## config.mk

```make
export PLATFORM = sky130hd
export DESIGN_NAME = bitmap_block_allocator_top_flat
export DESIGN_NICKNAME = d
export VERILOG_FILES = /design/src/hdl/bba_pkg.sv /design/src/hdl/bba_req_if.sv /design/src/hdl/bba_rsp_if.sv /design/src/hdl/bba_ram.sv /design/src/hdl/bitmap_block_allocator_top.sv /design/src/flat_wrapper.sv
export SDC_FILE = /design/constraint.sdc
export NUM_CORES = 2
export LEC_CHECK = 0
export ABC_AREA = 1
export BUFFER_PORTS_ARGS = -buffer_cell sky130_fd_sc_hd__clkbuf_2
export CELL_PAD_IN_SITES_DETAIL_PLACEMENT = 0
export CELL_PAD_IN_SITES_GLOBAL_PLACEMENT = 1
export CORE_ASPECT_RATIO = 1.25
export CORE_MARGIN = 4
export CORE_UTILIZATION = 40
export DETAILED_ROUTE_END_ITERATION = 10
export PLACE_DENSITY_LB_ADDON = 0.1
export SLEW_MARGIN = 15
export SYNTH_ARGS = -nofsm -noshare
export SYNTH_HDL_FRONTEND = slang
export SYNTH_SLANG_ARGS = --single-unit
```

## constraint.sdc

```tcl
create_clock -name clk -period 8.2 [get_ports clk]
set_input_delay 1.23 -clock clk [delete_from_list [all_inputs] [get_ports clk]]
set_output_delay 1.23 -clock clk [all_outputs]
set_load 0.02 [all_outputs]
```

## src/hdl/bba_pkg.sv

```systemverilog
// Package for the bitmap block allocator: constants, codes and shared types.
package bba_pkg;

    localparam int DEFAULT_CAPACITY = 4096;
    localparam int WORD_BITS        = 64;
    localparam int POS_W            = 6;
    localparam int INDEX_W          = 12;
    localparam int COUNT_W          = 13;
    localparam int INDEX_SPAN       = 4096;
    localparam int COUNT_MAX        = 8191;
    localparam int RESET_TOTAL      = 4096;

    typedef enum logic [1:0] {
        REQ_ALLOC   = 2'd0,
        REQ_RELEASE = 2'd1,
        REQ_TEST    = 2'd2,
        REQ_CLAIM   = 2'd3
    } req_type_t;

    typedef enum logic [2:0] {
        STS_OK       = 3'd0,
        STS_OOB      = 3'd1,
        STS_NOT_SET  = 3'd2,
        STS_DUP      = 3'd3,
        STS_NO_SPACE = 3'd4
    } status_t;

    typedef enum logic [1:0] {
        ST_IDLE,
        ST_SCAN,
        ST_LOOKUP,
        ST_DONE
    } state_t;

endpackage

```

## src/hdl/bba_req_if.sv

```systemverilog
// Request channel: valid/ready handshake carrying one allocator request item.
interface bba_req_if;
    logic                                 valid;
    logic                                 ready;
    logic [1:0]                           req_type;
    logic [bba_pkg::INDEX_W-1:0]          unit_index;

    modport source (output valid, output req_type, output unit_index, input ready);
    modport sink   (input valid, input req_type, input unit_index, output ready);
endinterface

```

## src/hdl/bba_rsp_if.sv

```systemverilog
// Response channel: valid/ready handshake carrying one allocator result item.
interface bba_rsp_if;
    logic                                 valid;
    logic                                 ready;
    logic [2:0]                           status;
    logic [bba_pkg::INDEX_W-1:0]          granted_index;
    logic                                 bit_is_set;
    logic [bba_pkg::COUNT_W-1:0]          free_units;

    modport source (output valid, output status, output granted_index,
                    output bit_is_set, output free_units, input ready);
    modport sink   (input valid, input status, input granted_index,
                    input bit_is_set, input free_units, output ready);
endinterface

```

## src/hdl/bba_ram.sv

```systemverilog
// Generic simple dual-port RAM with one write port and a registered read port.
module bba_ram #(
    parameter int WIDTH = 64,
    parameter int DEPTH = 64,
    parameter int AW    = (DEPTH > 1) ? $clog2(DEPTH) : 1
) (
    input  logic             clk,
    input  logic             we,
    input  logic [AW-1:0]    waddr,
    input  logic [WIDTH-1:0] wdata,
    input  logic             re,
    input  logic [AW-1:0]    raddr,
    output logic [WIDTH-1:0] rdata
);

    logic [WIDTH-1:0] mem [DEPTH];
    logic [WIDTH-1:0] rdata_reg;

    always_ff @(posedge clk)
    begin
        if (we)
        begin
            mem[waddr] <= wdata;
        end
        if (re)
        begin
            rdata_reg <= mem[raddr];
        end
    end

    assign rdata = rdata_reg;

endmodule

```

## src/hdl/bitmap_block_allocator_top.sv

```systemverilog
// Top level of the bitmap block allocator: sequencer, bitmap RAM and free count.
// The allocation bitmap is kept in a RAM of 64-bit words, one word per 64 units,
// covering min(CAPACITY, 4096) units; a valid flop per word stands in for the reset
// clear, so the block takes requests right after reset with no clearing pass. One
// request is worked at a time. Release, test and claim read the word from the RAM (none
// when the index is out of range); release and claim then modify and write it back.
// Allocate scans the bitmap one word per cycle through the RAM read port, reading words
// up to the first free unit, at most ceil(limit / 64) words, 64 for the full 4096 units.
// The usable limit is the smaller of total_units, CAPACITY and 4096. A finished result
// sits in an output register, and the next request is accepted while it waits. Writing
// total_units changes only the bound; the bitmap and the free count keep their values
// until reset.
module bitmap_block_allocator_top #(
    parameter int CAPACITY = bba_pkg::DEFAULT_CAPACITY
) (
    input  logic                        clk,
    input  logic                        rst_n,
    input  logic                        cfg_we,
    input  logic [bba_pkg::COUNT_W-1:0] cfg_data,
    bba_req_if.sink                     req,
    bba_rsp_if.source                   rsp
);

    localparam int UNIT_SPAN = (CAPACITY < bba_pkg::INDEX_SPAN) ? CAPACITY
                                                                : bba_pkg::INDEX_SPAN;
    localparam int WORDS     = (UNIT_SPAN + bba_pkg::WORD_BITS - 1) / bba_pkg::WORD_BITS;
    localparam int AW        = (WORDS > 1) ? $clog2(WORDS) : 1;
    localparam int CW        = bba_pkg::COUNT_W;
    localparam int XW        = CW + 1;
    localparam int IW        = bba_pkg::INDEX_W;
    localparam int WB        = bba_pkg::WORD_BITS;
    localparam int PW        = bba_pkg::POS_W;

    bba_pkg::state_t    state_reg, state_next;
    bba_pkg::req_type_t kind_reg, kind_next;
    logic [IW-1:0]      idx_reg, idx_next;
    logic [AW-1:0]      rd_addr_reg, rd_addr_next;
    logic [WORDS-1:0]   row_valid_reg, row_valid_next;
    logic [CW-1:0]      total_units_reg;
    logic [CW-1:0]      free_count_reg, free_count_next;
    bba_pkg::status_t   res_status_reg, res_status_next;
    logic [IW-1:0]      res_granted_reg, res_granted_next;
    logic               res_isset_reg, res_isset_next;

    logic               out_valid_reg, out_valid_next;
    bba_pkg::status_t   out_status_reg;
    logic [IW-1:0]      out_granted_reg;
    logic               out_isset_reg;
    logic [CW-1:0]      out_free_reg;

    logic               ram_we, ram_re;
    logic [WB-1:0]      ram_wdata, ram_rdata;

    logic [CW-1:0]      lim;
    logic               accept, lim_zero, idx_oob, load_out;
    logic [WB-1:0]      rd_word, idx_mask;
    logic               idx_bit, found;
    logic [PW-1:0]      pos;
    logic [XW-1:0]      cand, next_base;
    logic               scan_hit, scan_miss;
    logic [CW-1:0]      count_dec, count_inc;

    bba_ram #(
        .WIDTH (WB),
        .DEPTH (WORDS),
        .AW    (AW)
    ) u_map_ram (
        .clk   (clk),
        .we    (ram_we),
        .waddr (rd_addr_reg),
        .wdata (ram_wdata),
        .re    (ram_re),
        .raddr (rd_addr_next),
        .rdata (ram_rdata)
    );

    // shared decode
    always_comb
    begin
        lim       = (total_units_reg > CW'(UNIT_SPAN)) ? CW'(UNIT_SPAN) : total_units_reg;
        accept    = req.valid && (state_reg == bba_pkg::ST_IDLE);
        lim_zero  = (lim == '0);
        idx_oob   = ({1'b0, req.unit_index} >= lim);
        load_out  = (state_reg == bba_pkg::ST_DONE) && (!out_valid_reg || rsp.ready);
        // a word never written reads as all clear
        rd_word   = row_valid_reg[rd_addr_reg] ? ram_rdata : '0;
        idx_mask  = WB'(1) << idx_reg[PW-1:0];
        idx_bit   = rd_word[idx_reg[PW-1:0]];
        found     = ~&rd_word;
        pos       = '0;
        for (int b = WB - 1; b >= 0; b--)
        begin
            if (!rd_word[b])
            begin
                pos = PW'(b);
            end
        end
        cand      = (XW'(rd_addr_reg) << PW) | XW'(pos);
        next_base = (XW'(rd_addr_reg) + XW'(1)) << PW;
        scan_hit  = found && (cand < {1'b0, lim});
        scan_miss = found ? !scan_hit : (next_base >= {1'b0, lim});
        count_dec = (free_count_reg == '0) ? free_count_reg : free_count_reg - CW'(1);
        count_inc = (free_count_reg == CW'(bba_pkg::COUNT_MAX)) ? free_count_reg
                                                                : free_count_reg + CW'(1);
    end

    // next state
    always_comb
    begin
        state_next = state_reg;
        unique case (state_reg)
            bba_pkg::ST_IDLE:
            begin
                if (accept)
                begin
                    if (bba_pkg::req_type_t'(req.req_type) == bba_pkg::REQ_ALLOC)
                    begin
                        state_next = lim_zero ? bba_pkg::ST_DONE : bba_pkg::ST_SCAN;
                    end
                    else
                    begin
                        state_next = idx_oob ? bba_pkg::ST_DONE : bba_pkg::ST_LOOKUP;
                    end
                end
            end
            bba_pkg::ST_SCAN:
            begin
                if (scan_hit || scan_miss)
                begin
                    state_next = bba_pkg::ST_DONE;
                end
            end
            bba_pkg::ST_LOOKUP:
            begin
                state_next = bba_pkg::ST_DONE;
            end
            bba_pkg::ST_DONE:
            begin
                if (load_out)
                begin
                    state_next = bba_pkg::ST_IDLE;
                end
            end
            default:
            begin
                state_next = bba_pkg::ST_IDLE;
            end
        endcase
    end

    // outputs and datapath
    always_comb
    begin
        req.ready        = (state_reg == bba_pkg::ST_IDLE);
        kind_next        = kind_reg;
        idx_next         = idx_reg;
        rd_addr_next     = rd_addr_reg;
        row_valid_next   = row_valid_reg;
        free_count_next  = free_count_reg;
        res_status_next  = res_status_reg;
        res_granted_next = res_granted_reg;
        res_isset_next   = res_isset_reg;
        ram_we           = 1'b0;
        ram_re           = 1'b0;
        ram_wdata        = rd_word;
        out_valid_next   = load_out ? 1'b1 : (rsp.ready ? 1'b0 : out_valid_reg);

        unique case (state_reg)
            bba_pkg::ST_IDLE:
            begin
                if (accept)
                begin
                    kind_next        = bba_pkg::req_type_t'(req.req_type);
                    idx_next         = req.unit_index;
                    res_status_next  = bba_pkg::STS_OK;
                    res_granted_next = '0;
                    res_isset_next   = 1'b0;
                    if (bba_pkg::req_type_t'(req.req_type) == bba_pkg::REQ_ALLOC)
                    begin
                        if (lim_zero)
                        begin
                            res_status_next = bba_pkg::STS_NO_SPACE;
                        end
                        else
                        begin
                            ram_re       = 1'b1;
                            rd_addr_next = '0;
                        end
                    end
                    else if (idx_oob)
                    begin
                        // out-of-range test just reports clear
                        if (bba_pkg::req_type_t'(req.req_type) != bba_pkg::REQ_TEST)
                        begin
                            res_status_next = bba_pkg::STS_OOB;
                        end
                    end
                    else
                    begin
                        ram_re       = 1'b1;
                        rd_addr_next = AW'(req.unit_index >> PW);
                    end
                end
            end
            bba_pkg::ST_SCAN:
            begin
                if (scan_hit)
                begin
                    ram_we                      = 1'b1;
                    ram_wdata                   = rd_word | (WB'(1) << pos);
                    row_valid_next[rd_addr_reg] = 1'b1;
                    res_granted_next            = IW'(cand);
                    free_count_next             = count_dec;
                end
                else if (scan_miss)
                begin
                    res_status_next = bba_pkg::STS_NO_SPACE;
                end
                else
                begin
                    ram_re       = 1'b1;
                    rd_addr_next = rd_addr_reg + AW'(1);
                end
            end
            bba_pkg::ST_LOOKUP:
            begin
                unique case (kind_reg)
                    bba_pkg::REQ_RELEASE:
                    begin
                        if (!idx_bit)
                        begin
                            res_status_next = bba_pkg::STS_NOT_SET;
                        end
                        else
                        begin
                            ram_we                      = 1'b1;
                            ram_wdata                   = rd_word & ~idx_mask;
                            row_valid_next[rd_addr_reg] = 1'b1;
                            free_count_next             = count_inc;
                        end
                    end
                    bba_pkg::REQ_CLAIM:
                    begin
                        if (idx_bit)
                        begin
                            res_status_next = bba_pkg::STS_DUP;
                        end
                        else
                        begin
                            ram_we                      = 1'b1;
                            ram_wdata                   = rd_word | idx_mask;
                            row_valid_next[rd_addr_reg] = 1'b1;
                        end
                    end
                    bba_pkg::REQ_TEST:
                    begin
                        res_isset_next = idx_bit;
                    end
                    default:
                    begin
                        res_status_next = bba_pkg::STS_OK;
                    end
                endcase
            end
            bba_pkg::ST_DONE:
            begin
            end
            default:
            begin
            end
        endcase
    end

    always_ff @(posedge clk or negedge rst_n)
    begin
        if (!rst_n)
        begin
            state_reg       <= bba_pkg::ST_IDLE;
            row_valid_reg   <= '0;
            total_units_reg <= CW'(bba_pkg::RESET_TOTAL);
            free_count_reg  <= CW'(bba_pkg::RESET_TOTAL);
            out_valid_reg   <= 1'b0;
        end
        else
        begin
            state_reg      <= state_next;
            row_valid_reg  <= row_valid_next;
            free_count_reg <= free_count_next;
            out_valid_reg  <= out_valid_next;
            if (cfg_we)
            begin
                total_units_reg <= cfg_data;
            end
        end
    end

    always_ff @(posedge clk)
    begin
        kind_reg        <= kind_next;
        idx_reg         <= idx_next;
        rd_addr_reg     <= rd_addr_next;
        res_status_reg  <= res_status_next;
        res_granted_reg <= res_granted_next;
        res_isset_reg   <= res_isset_next;
        if (load_out)
        begin
            out_status_reg  <= res_status_reg;
            out_granted_reg <= res_granted_reg;
            out_isset_reg   <= res_isset_reg;
            out_free_reg    <= free_count_reg;
        end
    end

    assign rsp.valid         = out_valid_reg;
    assign rsp.status        = out_status_reg;
    assign rsp.granted_index = out_granted_reg;
    assign rsp.bit_is_set    = out_isset_reg;
    assign rsp.free_units    = out_free_reg;

    a_grant_in_range: assert property (@(posedge clk) disable iff (!rst_n)
        (state_reg == bba_pkg::ST_SCAN && scan_hit) |-> (cand < {1'b0, lim}))
        else $error("allocate granted a unit beyond the limit");

    a_isset_only_test: assert property (@(posedge clk) disable iff (!rst_n)
        (load_out && res_isset_reg) |->
        (kind_reg == bba_pkg::REQ_TEST && res_status_reg == bba_pkg::STS_OK))
        else $error("bit_is_set raised for a request other than test");

    a_out_from_done: assert property (@(posedge clk) disable iff (!rst_n)
        $rose(out_valid_reg) |-> $past(state_reg == bba_pkg::ST_DONE))
        else $error("result presented without a finished request");

    a_no_rw_same_word: assert property (@(posedge clk) disable iff (!rst_n)
        (ram_we && ram_re) |-> (rd_addr_next != rd_addr_reg))
        else $error("RAM read and write hit the same word");

    a_write_sets_valid: assert property (@(posedge clk) disable iff (!rst_n)
        ram_we |=> row_valid_reg[$past(rd_addr_reg)])
        else $error("written word not marked valid");

endmodule
```

## src/flat_wrapper.sv

```systemverilog
// flat-port wrapper written by rule: the top's interface ports become plain ports
module bitmap_block_allocator_top_flat 
#(
    parameter int CAPACITY = bba_pkg::DEFAULT_CAPACITY
)
  (clk, rst_n, cfg_we, cfg_data, req_valid, req_req_type, req_unit_index, req_ready, rsp_valid, rsp_status, rsp_granted_index, rsp_bit_is_set, rsp_free_units, rsp_ready);
  bba_req_if req_i ();
  bba_rsp_if rsp_i ();
  input  logic clk;
  input  logic rst_n;
  input  logic cfg_we;
  input  logic [bba_pkg::COUNT_W-1:0] cfg_data;
  input wire logic [$bits(req_i.valid)-1:0] req_valid;
  input wire logic [$bits(req_i.req_type)-1:0] req_req_type;
  input wire logic [$bits(req_i.unit_index)-1:0] req_unit_index;
  output wire logic [$bits(req_i.ready)-1:0] req_ready;
  output wire logic [$bits(rsp_i.valid)-1:0] rsp_valid;
  output wire logic [$bits(rsp_i.status)-1:0] rsp_status;
  output wire logic [$bits(rsp_i.granted_index)-1:0] rsp_granted_index;
  output wire logic [$bits(rsp_i.bit_is_set)-1:0] rsp_bit_is_set;
  output wire logic [$bits(rsp_i.free_units)-1:0] rsp_free_units;
  input wire logic [$bits(rsp_i.ready)-1:0] rsp_ready;
  assign req_i.valid = req_valid;
  assign req_i.req_type = req_req_type;
  assign req_i.unit_index = req_unit_index;
  assign req_ready = req_i.ready;
  assign rsp_valid = rsp_i.valid;
  assign rsp_status = rsp_i.status;
  assign rsp_granted_index = rsp_i.granted_index;
  assign rsp_bit_is_set = rsp_i.bit_is_set;
  assign rsp_free_units = rsp_i.free_units;
  assign rsp_i.ready = rsp_ready;
  bitmap_block_allocator_top #(.CAPACITY(CAPACITY)) u_core (.clk(clk), .rst_n(rst_n), .cfg_we(cfg_we), .cfg_data(cfg_data), .req(req_i), .rsp(rsp_i));
endmodule
```

* After elaboration in Yosys (flattened, before gate mapping)
Memories as Yosys holds them, arrays and structs flattened. A register that Yosys moved wholly into a read port is not among the register bits.
Index checks and enable logic that the tools add are counted.
** Cells by class
- Bitwise logic cells :: 6
- Eq/ne operators :: 25
- Reductions and logical operators :: 26
- Add/sub/neg operators :: 4
- Multiplexer cells :: 136
- Shift operators :: 2
- $lt $le $gt $ge :: 7
** Operators by type and width (number)
- 64-bit case mux with 2 select lines :: 4
- 64-bit 2-to-1 mux :: 7
- 6-bit 2-to-1 mux :: 70
- 64-bit OR :: 3
- 1-bit by 6-bit left shift with 64-bit output (first input constant) :: 2
- 13-bit 2-to-1 mux :: 6
- 64-bit AND :: 1
- 64-bit NOT :: 1
- 64-bit AND reduction :: 1
- 13-bit logical NOT :: 2
- 13-bit case mux with 2 select lines :: 1
- 12-bit 2-to-1 mux :: 2
- 3-bit 2-to-1 mux :: 8
- 12-bit case mux with 2 select lines :: 1
- 1-bit 2-to-1 mux :: 21
- 3-bit case mux with 3 select lines :: 2
- 14-bit by 13-bit >= comparator with 1-bit output :: 1
- 14-bit by 13-bit less-than comparator with 1-bit output :: 1
- 6-bit by 7-bit less-than comparator with 1-bit output (second input constant) :: 2
- 2-bit != test (second input constant) :: 7
- 13-bit by 1-bit adder with 13-bit output (second input constant) :: 1
- 13-bit == test (second input constant) :: 1
- 12-bit by 13-bit >= comparator with 1-bit output :: 1
- 13-bit > comparator (second input constant) :: 1
- other kinds (27) :: 59
** Storage, ports and cells
- Memories :: 1
- Output and inout bits :: 31
- Register bits :: 152
- RAM bits :: 4096
- Word-level logic and storage cells :: 222
** Memory list
- u_core.u_map_ram.mem :: words 64, width 64, read ports 1, clocked after memory_dff 1, wr ports 1, line bba_ram.sv:16 : logic [WIDTH-1:0] mem [DEPTH];

* Logic depth before layout (Yosys ltp)
- Depth after elaboration :: 75
- Mapped depth :: 76

* By module
From an unflattened synthesis, not the netlist that was laid out.
** Unflattened totals
- Cell total of the unflattened synthesis :: 15436
- Area, all modules :: 179315.7 um^2
** By module, submodules not included
- bba_ram :: cells each 13405, times used 1, area an instance 165945.4 um^2, seq. area each 124919.8 um^2
- bitmap_block_allocator_top :: cells each 2031, times used 1, area an instance 13370.3 um^2, seq. area each 4041.4 um^2

* Least setup slack after synthesis
OpenSTA, ideal clock, no wires.
- Kind :: register -> register
- Start point :: register u_core.rd_addr_reg[0]
- End point :: memory u_core.u_map_ram.mem[10][0], enable pin
- Slack :: 300 ps
- Library setup time :: 486 ps
- Stages on the path, launching flop included :: 56
- Period minus slack after synthesis :: 7900 ps
- Arrival :: 7414 ps
- Path through :: dfxtp_1 buf_6 inv_6 nor2_4 inv_2 o22ai_1 o41ai_1 nand2_1 nor4_4 inv_4 buf_8 nand2_4 inv_2 nand3_1 nand3_1 nand3_1 nand2_1 nand2_1 (+20 left out) nand2_1 nand2_1 nand2_1 nand2_1 nand3_2 nand2_4 inv_2 ha_1 nand2_1 nand2_1 nand2_1 nand2_1 nand2_2 nand3_1 o21ai_1 nand2_2 buf_2 nor2_1
** Between the ends
- Word-level cells in the longest chain between the ends :: 74
- Elaborated cells on any way between the ends :: 81
** RTL lines
- from (decl) :: line bitmap_block_allocator_top.sv:37 : logic [AW-1:0] rd_addr_reg, rd_addr_next;
- from (signal assigned) :: line bitmap_block_allocator_top.sv:301 : rd_addr_reg <= rd_addr_next;
- 1-bit binary-select mux with 6-bit select * :: line bitmap_block_allocator_top.sv:86 : rd_word = row_valid_reg[rd_addr_reg] ? ram_rdata : '0;
- 1-bit 2-to-1 mux (implied by the code) * :: line bitmap_block_allocator_top.sv:86
- 64-bit 2-to-1 mux * :: line bitmap_block_allocator_top.sv:86
- 6-bit 2-to-1 mux (63 in a row) :: line bitmap_block_allocator_top.sv:93 : if (!rd_word[b])
- 6-bit 2-to-1 mux * :: line bitmap_block_allocator_top.sv:93
- 12-bit by 6-bit OR with 12-bit output * :: line bitmap_block_allocator_top.sv:98 : cand = (XW'(rd_addr_reg) << PW) | XW'(pos);
- via u_core.cand[1] :: line bitmap_block_allocator_top.sv:59 : logic [XW-1:0] cand, next_base;
- 14-bit by 13-bit less-than comparator with 1-bit output * :: line bitmap_block_allocator_top.sv:100 : scan_hit = found && (cand < {1'b0, lim});
- 1-bit logical AND * :: line bitmap_block_allocator_top.sv:100
- 1-bit 2-to-1 mux * :: line bitmap_block_allocator_top.sv:207 : if (scan_hit)
- 1-bit case mux with 2 select lines * :: line bitmap_block_allocator_top.sv:168 : unique case (state_reg)
- 1-bit 2-to-1 mux * :: line bba_ram.sv:21 : if (we)
- 1-bit 2-to-1 mux (implied by the code) * :: line bba_ram.sv:23 : mem[waddr] <= wdata;
- to (decl) :: line bba_ram.sv:16
The timed path passes the listed nets; every way through them passes the cells marked *. The select of a mux whose other input is x is not followed.

* Worst setup path in the final report
- Start point :: register u_core.rd_addr_reg[1]
- End point :: register u_core.u_map_ram.rdata_reg[31] (netlist: u_core.u_map_ram.rdata[31]), read port of u_core.u_map_ram.mem (data pin)
** Between the ends
- Word-level cells in the longest chain between the ends :: 75
- Elaborated cells on any way between the ends :: 87
** RTL lines
- 1-bit binary-select mux with 6-bit select :: line bitmap_block_allocator_top.sv:86
- 1-bit 2-to-1 mux (implied by the code) :: line bitmap_block_allocator_top.sv:86
- 64-bit 2-to-1 mux :: line bitmap_block_allocator_top.sv:86
- 6-bit 2-to-1 mux (64 in a row) :: line bitmap_block_allocator_top.sv:93
- 12-bit by 6-bit OR with 12-bit output :: line bitmap_block_allocator_top.sv:98
- 14-bit by 13-bit less-than comparator with 1-bit output :: line bitmap_block_allocator_top.sv:100
- 1-bit logical AND :: line bitmap_block_allocator_top.sv:100
- 1-bit logical NOT :: line bitmap_block_allocator_top.sv:101 : scan_miss = found ? !scan_hit : (next_base >= {1'b0, lim});
- 1-bit 2-to-1 mux :: line bitmap_block_allocator_top.sv:101
- 6-bit 2-to-1 mux / 1-bit 2-to-1 mux (equally long branches) :: line bitmap_block_allocator_top.sv:215 : else if (scan_miss)
- 6-bit 2-to-1 mux / 1-bit 2-to-1 mux (equally long branches) :: line bitmap_block_allocator_top.sv:207
- 6-bit case mux with 2 select lines / 1-bit case mux with 2 select lines (equally long branches) :: line bitmap_block_allocator_top.sv:168
- to (decl) :: line bba_ram.sv:17 : logic [WIDTH-1:0] rdata_reg;
Parallel ways exist; a longest one is shown, timed or not. The select of a mux whose other input is x is not followed.
A chain may end at the register's enable or synchronous reset.

==> flow_summary.ini <==
[logic_synthesis]
syn_nets = 13900
synth-seq-cells = 4312
ys.flop_type = edfxtp_1
synth_top_area_cell = edfxtp_1
yosys.cell_types.count = 61
post-synth-top-area-fraction = 0.719
async_flop_share = 0.0216
synthCells = 13800
ys.warnings.count = 0
yosysSeqAreaShare = 0.733
synth-edff-count = 4213
synth.area.top_cells = edfxtp_1 (72%), nor2_1 (8.3%), o32ai_1 (4.9%), o21ai_0 (3.2%), o21ai_1 (1.5%)
avgSynthCellArea_um2 = 12.7
synth_area_um2 = 176000

[clock_network]
cts_root_buf = clkbuf_16
hold_buffers = 0
clock_sinks = 4312
cts_made_buffers = 435
insertion_delay_ns = 1.04
h-tree-depth = 5
cts_tree = yes
path_clk_slew_ns = 0.07
max-clock-path-buffers = 4

[global_route]
antenna_found_initial = 28
grt_start_max_net_pins = 138
grt_pass1_wl_um = 920000
grt_usage = 0.283
grt_pass1_vias = 121000
grt_overflow = 0

[detailed_routing]
drtAntennaViolNets = 0
drt-pass1-iter-count = 8
viasPerCell = 5.93
drc = 0
routed-via-count = 123000
first_iter_violations = 14500
wl_per_cell_um = 31.5
drt-total-wl_um = 655000

[die]
die_h_um = 750
start_util = 0.401
row_count = 272
dieArea_um2 = 451000
die_w_um = 601
ios = 63
core-area_um2 = 439000

[place]
io_buffers = 62
dpl-instance-area_um2 = 198000
dp_hpwl_um = 428000
gp_congestion = 0.965

[critical_path]
max_stage_delay_ns = 0.81
worstPathRequired_ns = 9.08
critPathMostFrequentCell = nand2_1
worstPathBufferInverterCount = 11
worst_setup_path_end_kind = flip-flop
crit_type = flip-flop to flip-flop
cp-start-kind = flip-flop
crit_fanout = 23
cpMaxStageDelayCell = o32ai_1
arrival_ns = 8.96
critPathTopFamily = simple AND/OR/NAND/NOR gates

[layout]
final_layout_size_suffix_gt1_frac = 0.152
final_common_cell = edfxtp_1
nNetsFinal = 14700
final_cell_mix = edfxtp_1 (4,213), nor2_1 (3,806), o21ai_0 (1,130)
design_area_um2 = 212000
area_growth_pct = 20.6
largest_reg_flops = 4096

[timing]
layout_min_cycle_time_ns = 8.07
worst_pin_slew_ns = 1.18
relSlewSlack = 0.212
hold_viol_final = 0
finalCritPeriodShare = 0.984
slew_violations = 0
fin_skew_ns = 0.0591
rsz0062_at_grt = false
finalSetupViolCount = 0
max_freq_ghz = 0.124

[outcome]
status = finished, final reports clean

[flow_run]
cap_violations = 0

[worst_hold_path]
holdCritPathClass = input port to asynchronous set/reset pin
==> per-layer routing <==
| layer | global-route usage | routed length (µm) | vias to the layer above |
|---|---|---|---|
| met5 | 0 | 66 | - |
| li1 | - | - | 53400 |
| met4 | 0.138 | 37400 | 10 |
| met2 | 0.455 | 304000 | 5271 |
| met3 | 0.0467 | 48000 | 1123 |
| met1 | 0.373 | 265000 | 63400 |
==> repair_timing <==
| action | 4_1_cts | 5_1_grt |
|---|---|---|
| setup endpoints to repair | 1 | 2780 |
| buffers inserted | 0 | 2 |
| pin swaps | 0 | 1 |
| gates resized for setup | 1 | 5 |
==> through the flow <==
step / worst slack [ns] / utilization / std cells / TNS (ns) / hold WS, ns
after global placement: -0.424 / 0.451 / 20000 / -423.07 / 0.419
after floorplan: 0.300 / - / 13800 / 0 / 0.400
after detailed placement: -0.0573 / 0.451 / 20000 / -0.0573 / 0.405
after CTS: 0.0591 / 0.484 / 20800 / 0 / 0.0690
after global routing: 0.0481 / 0.484 / 20800 / 0 / 0.135
final: 0.128 / 0.484 / 20800 / 0 / 0.146
==> final timing paths <==
kind	start	end	slack [ns]	depth (start not counted)
worst min-delay path	rst_n	u_core.total_units_reg[3]	0.15	1
worst max-delay path	u_core.rd_addr_reg[1]	u_core.u_map_ram.rdata[31]	0.13	34
worst max register to register	u_core.rd_addr_reg[1]	u_core.u_map_ram.rdata[31]	0.13	34
max in group asynchronous	rst_n	u_core.row_valid_reg[22]	6.71	2
min in group clk	u_core.res_granted_reg[11]	u_core.rsp.granted_index[11]	0.42	0
worst min register to register	u_core.res_granted_reg[11]	u_core.rsp.granted_index[11]	0.42	0
==> synthesized netlist by cell type (all sizes together) (35+ instances only) <==
library cell	instances
edfxtp	4213
nor2	3885
o21ai	1654
o32ai	994
clkbuf	676
nand2	492
nand3	341
buf	339
inv	285
o221ai	226
a21oi	122
o211ai	100
dfrtp	91
o22ai	66
ha	46
nand4	40
o21bai	35
==> kinds of logic after synthesis <==
logic type / Yosys count / share of synthesized area
buffers and inverters: 1310 / 0.0306
and+or+nand+nor: 4818 / 0.108
xor gates and xnor gates: 13 / 0.000647
AOI/OAI and AO/OA: 3297 / 0.124
muxes: 10 / 0.000640
DFF: 4312 / 0.733
adders and majority gates: 47 / 0.00338
==> layout make-up <==
class	instances	area, µm²
clock inverter	273	3090
multi-input combinational	8185	42900
clock buffer	530	11300
antenna	11	27.5
tap	5754	7200
sequential	4312	129000
timing repair buffer	1411	17600
inverter	295	1160
fill	38200	226000
Power is left out: the tool's default activity adds up to more than one toggle a clock period on the data nets, which glitch-free logic cannot reach.
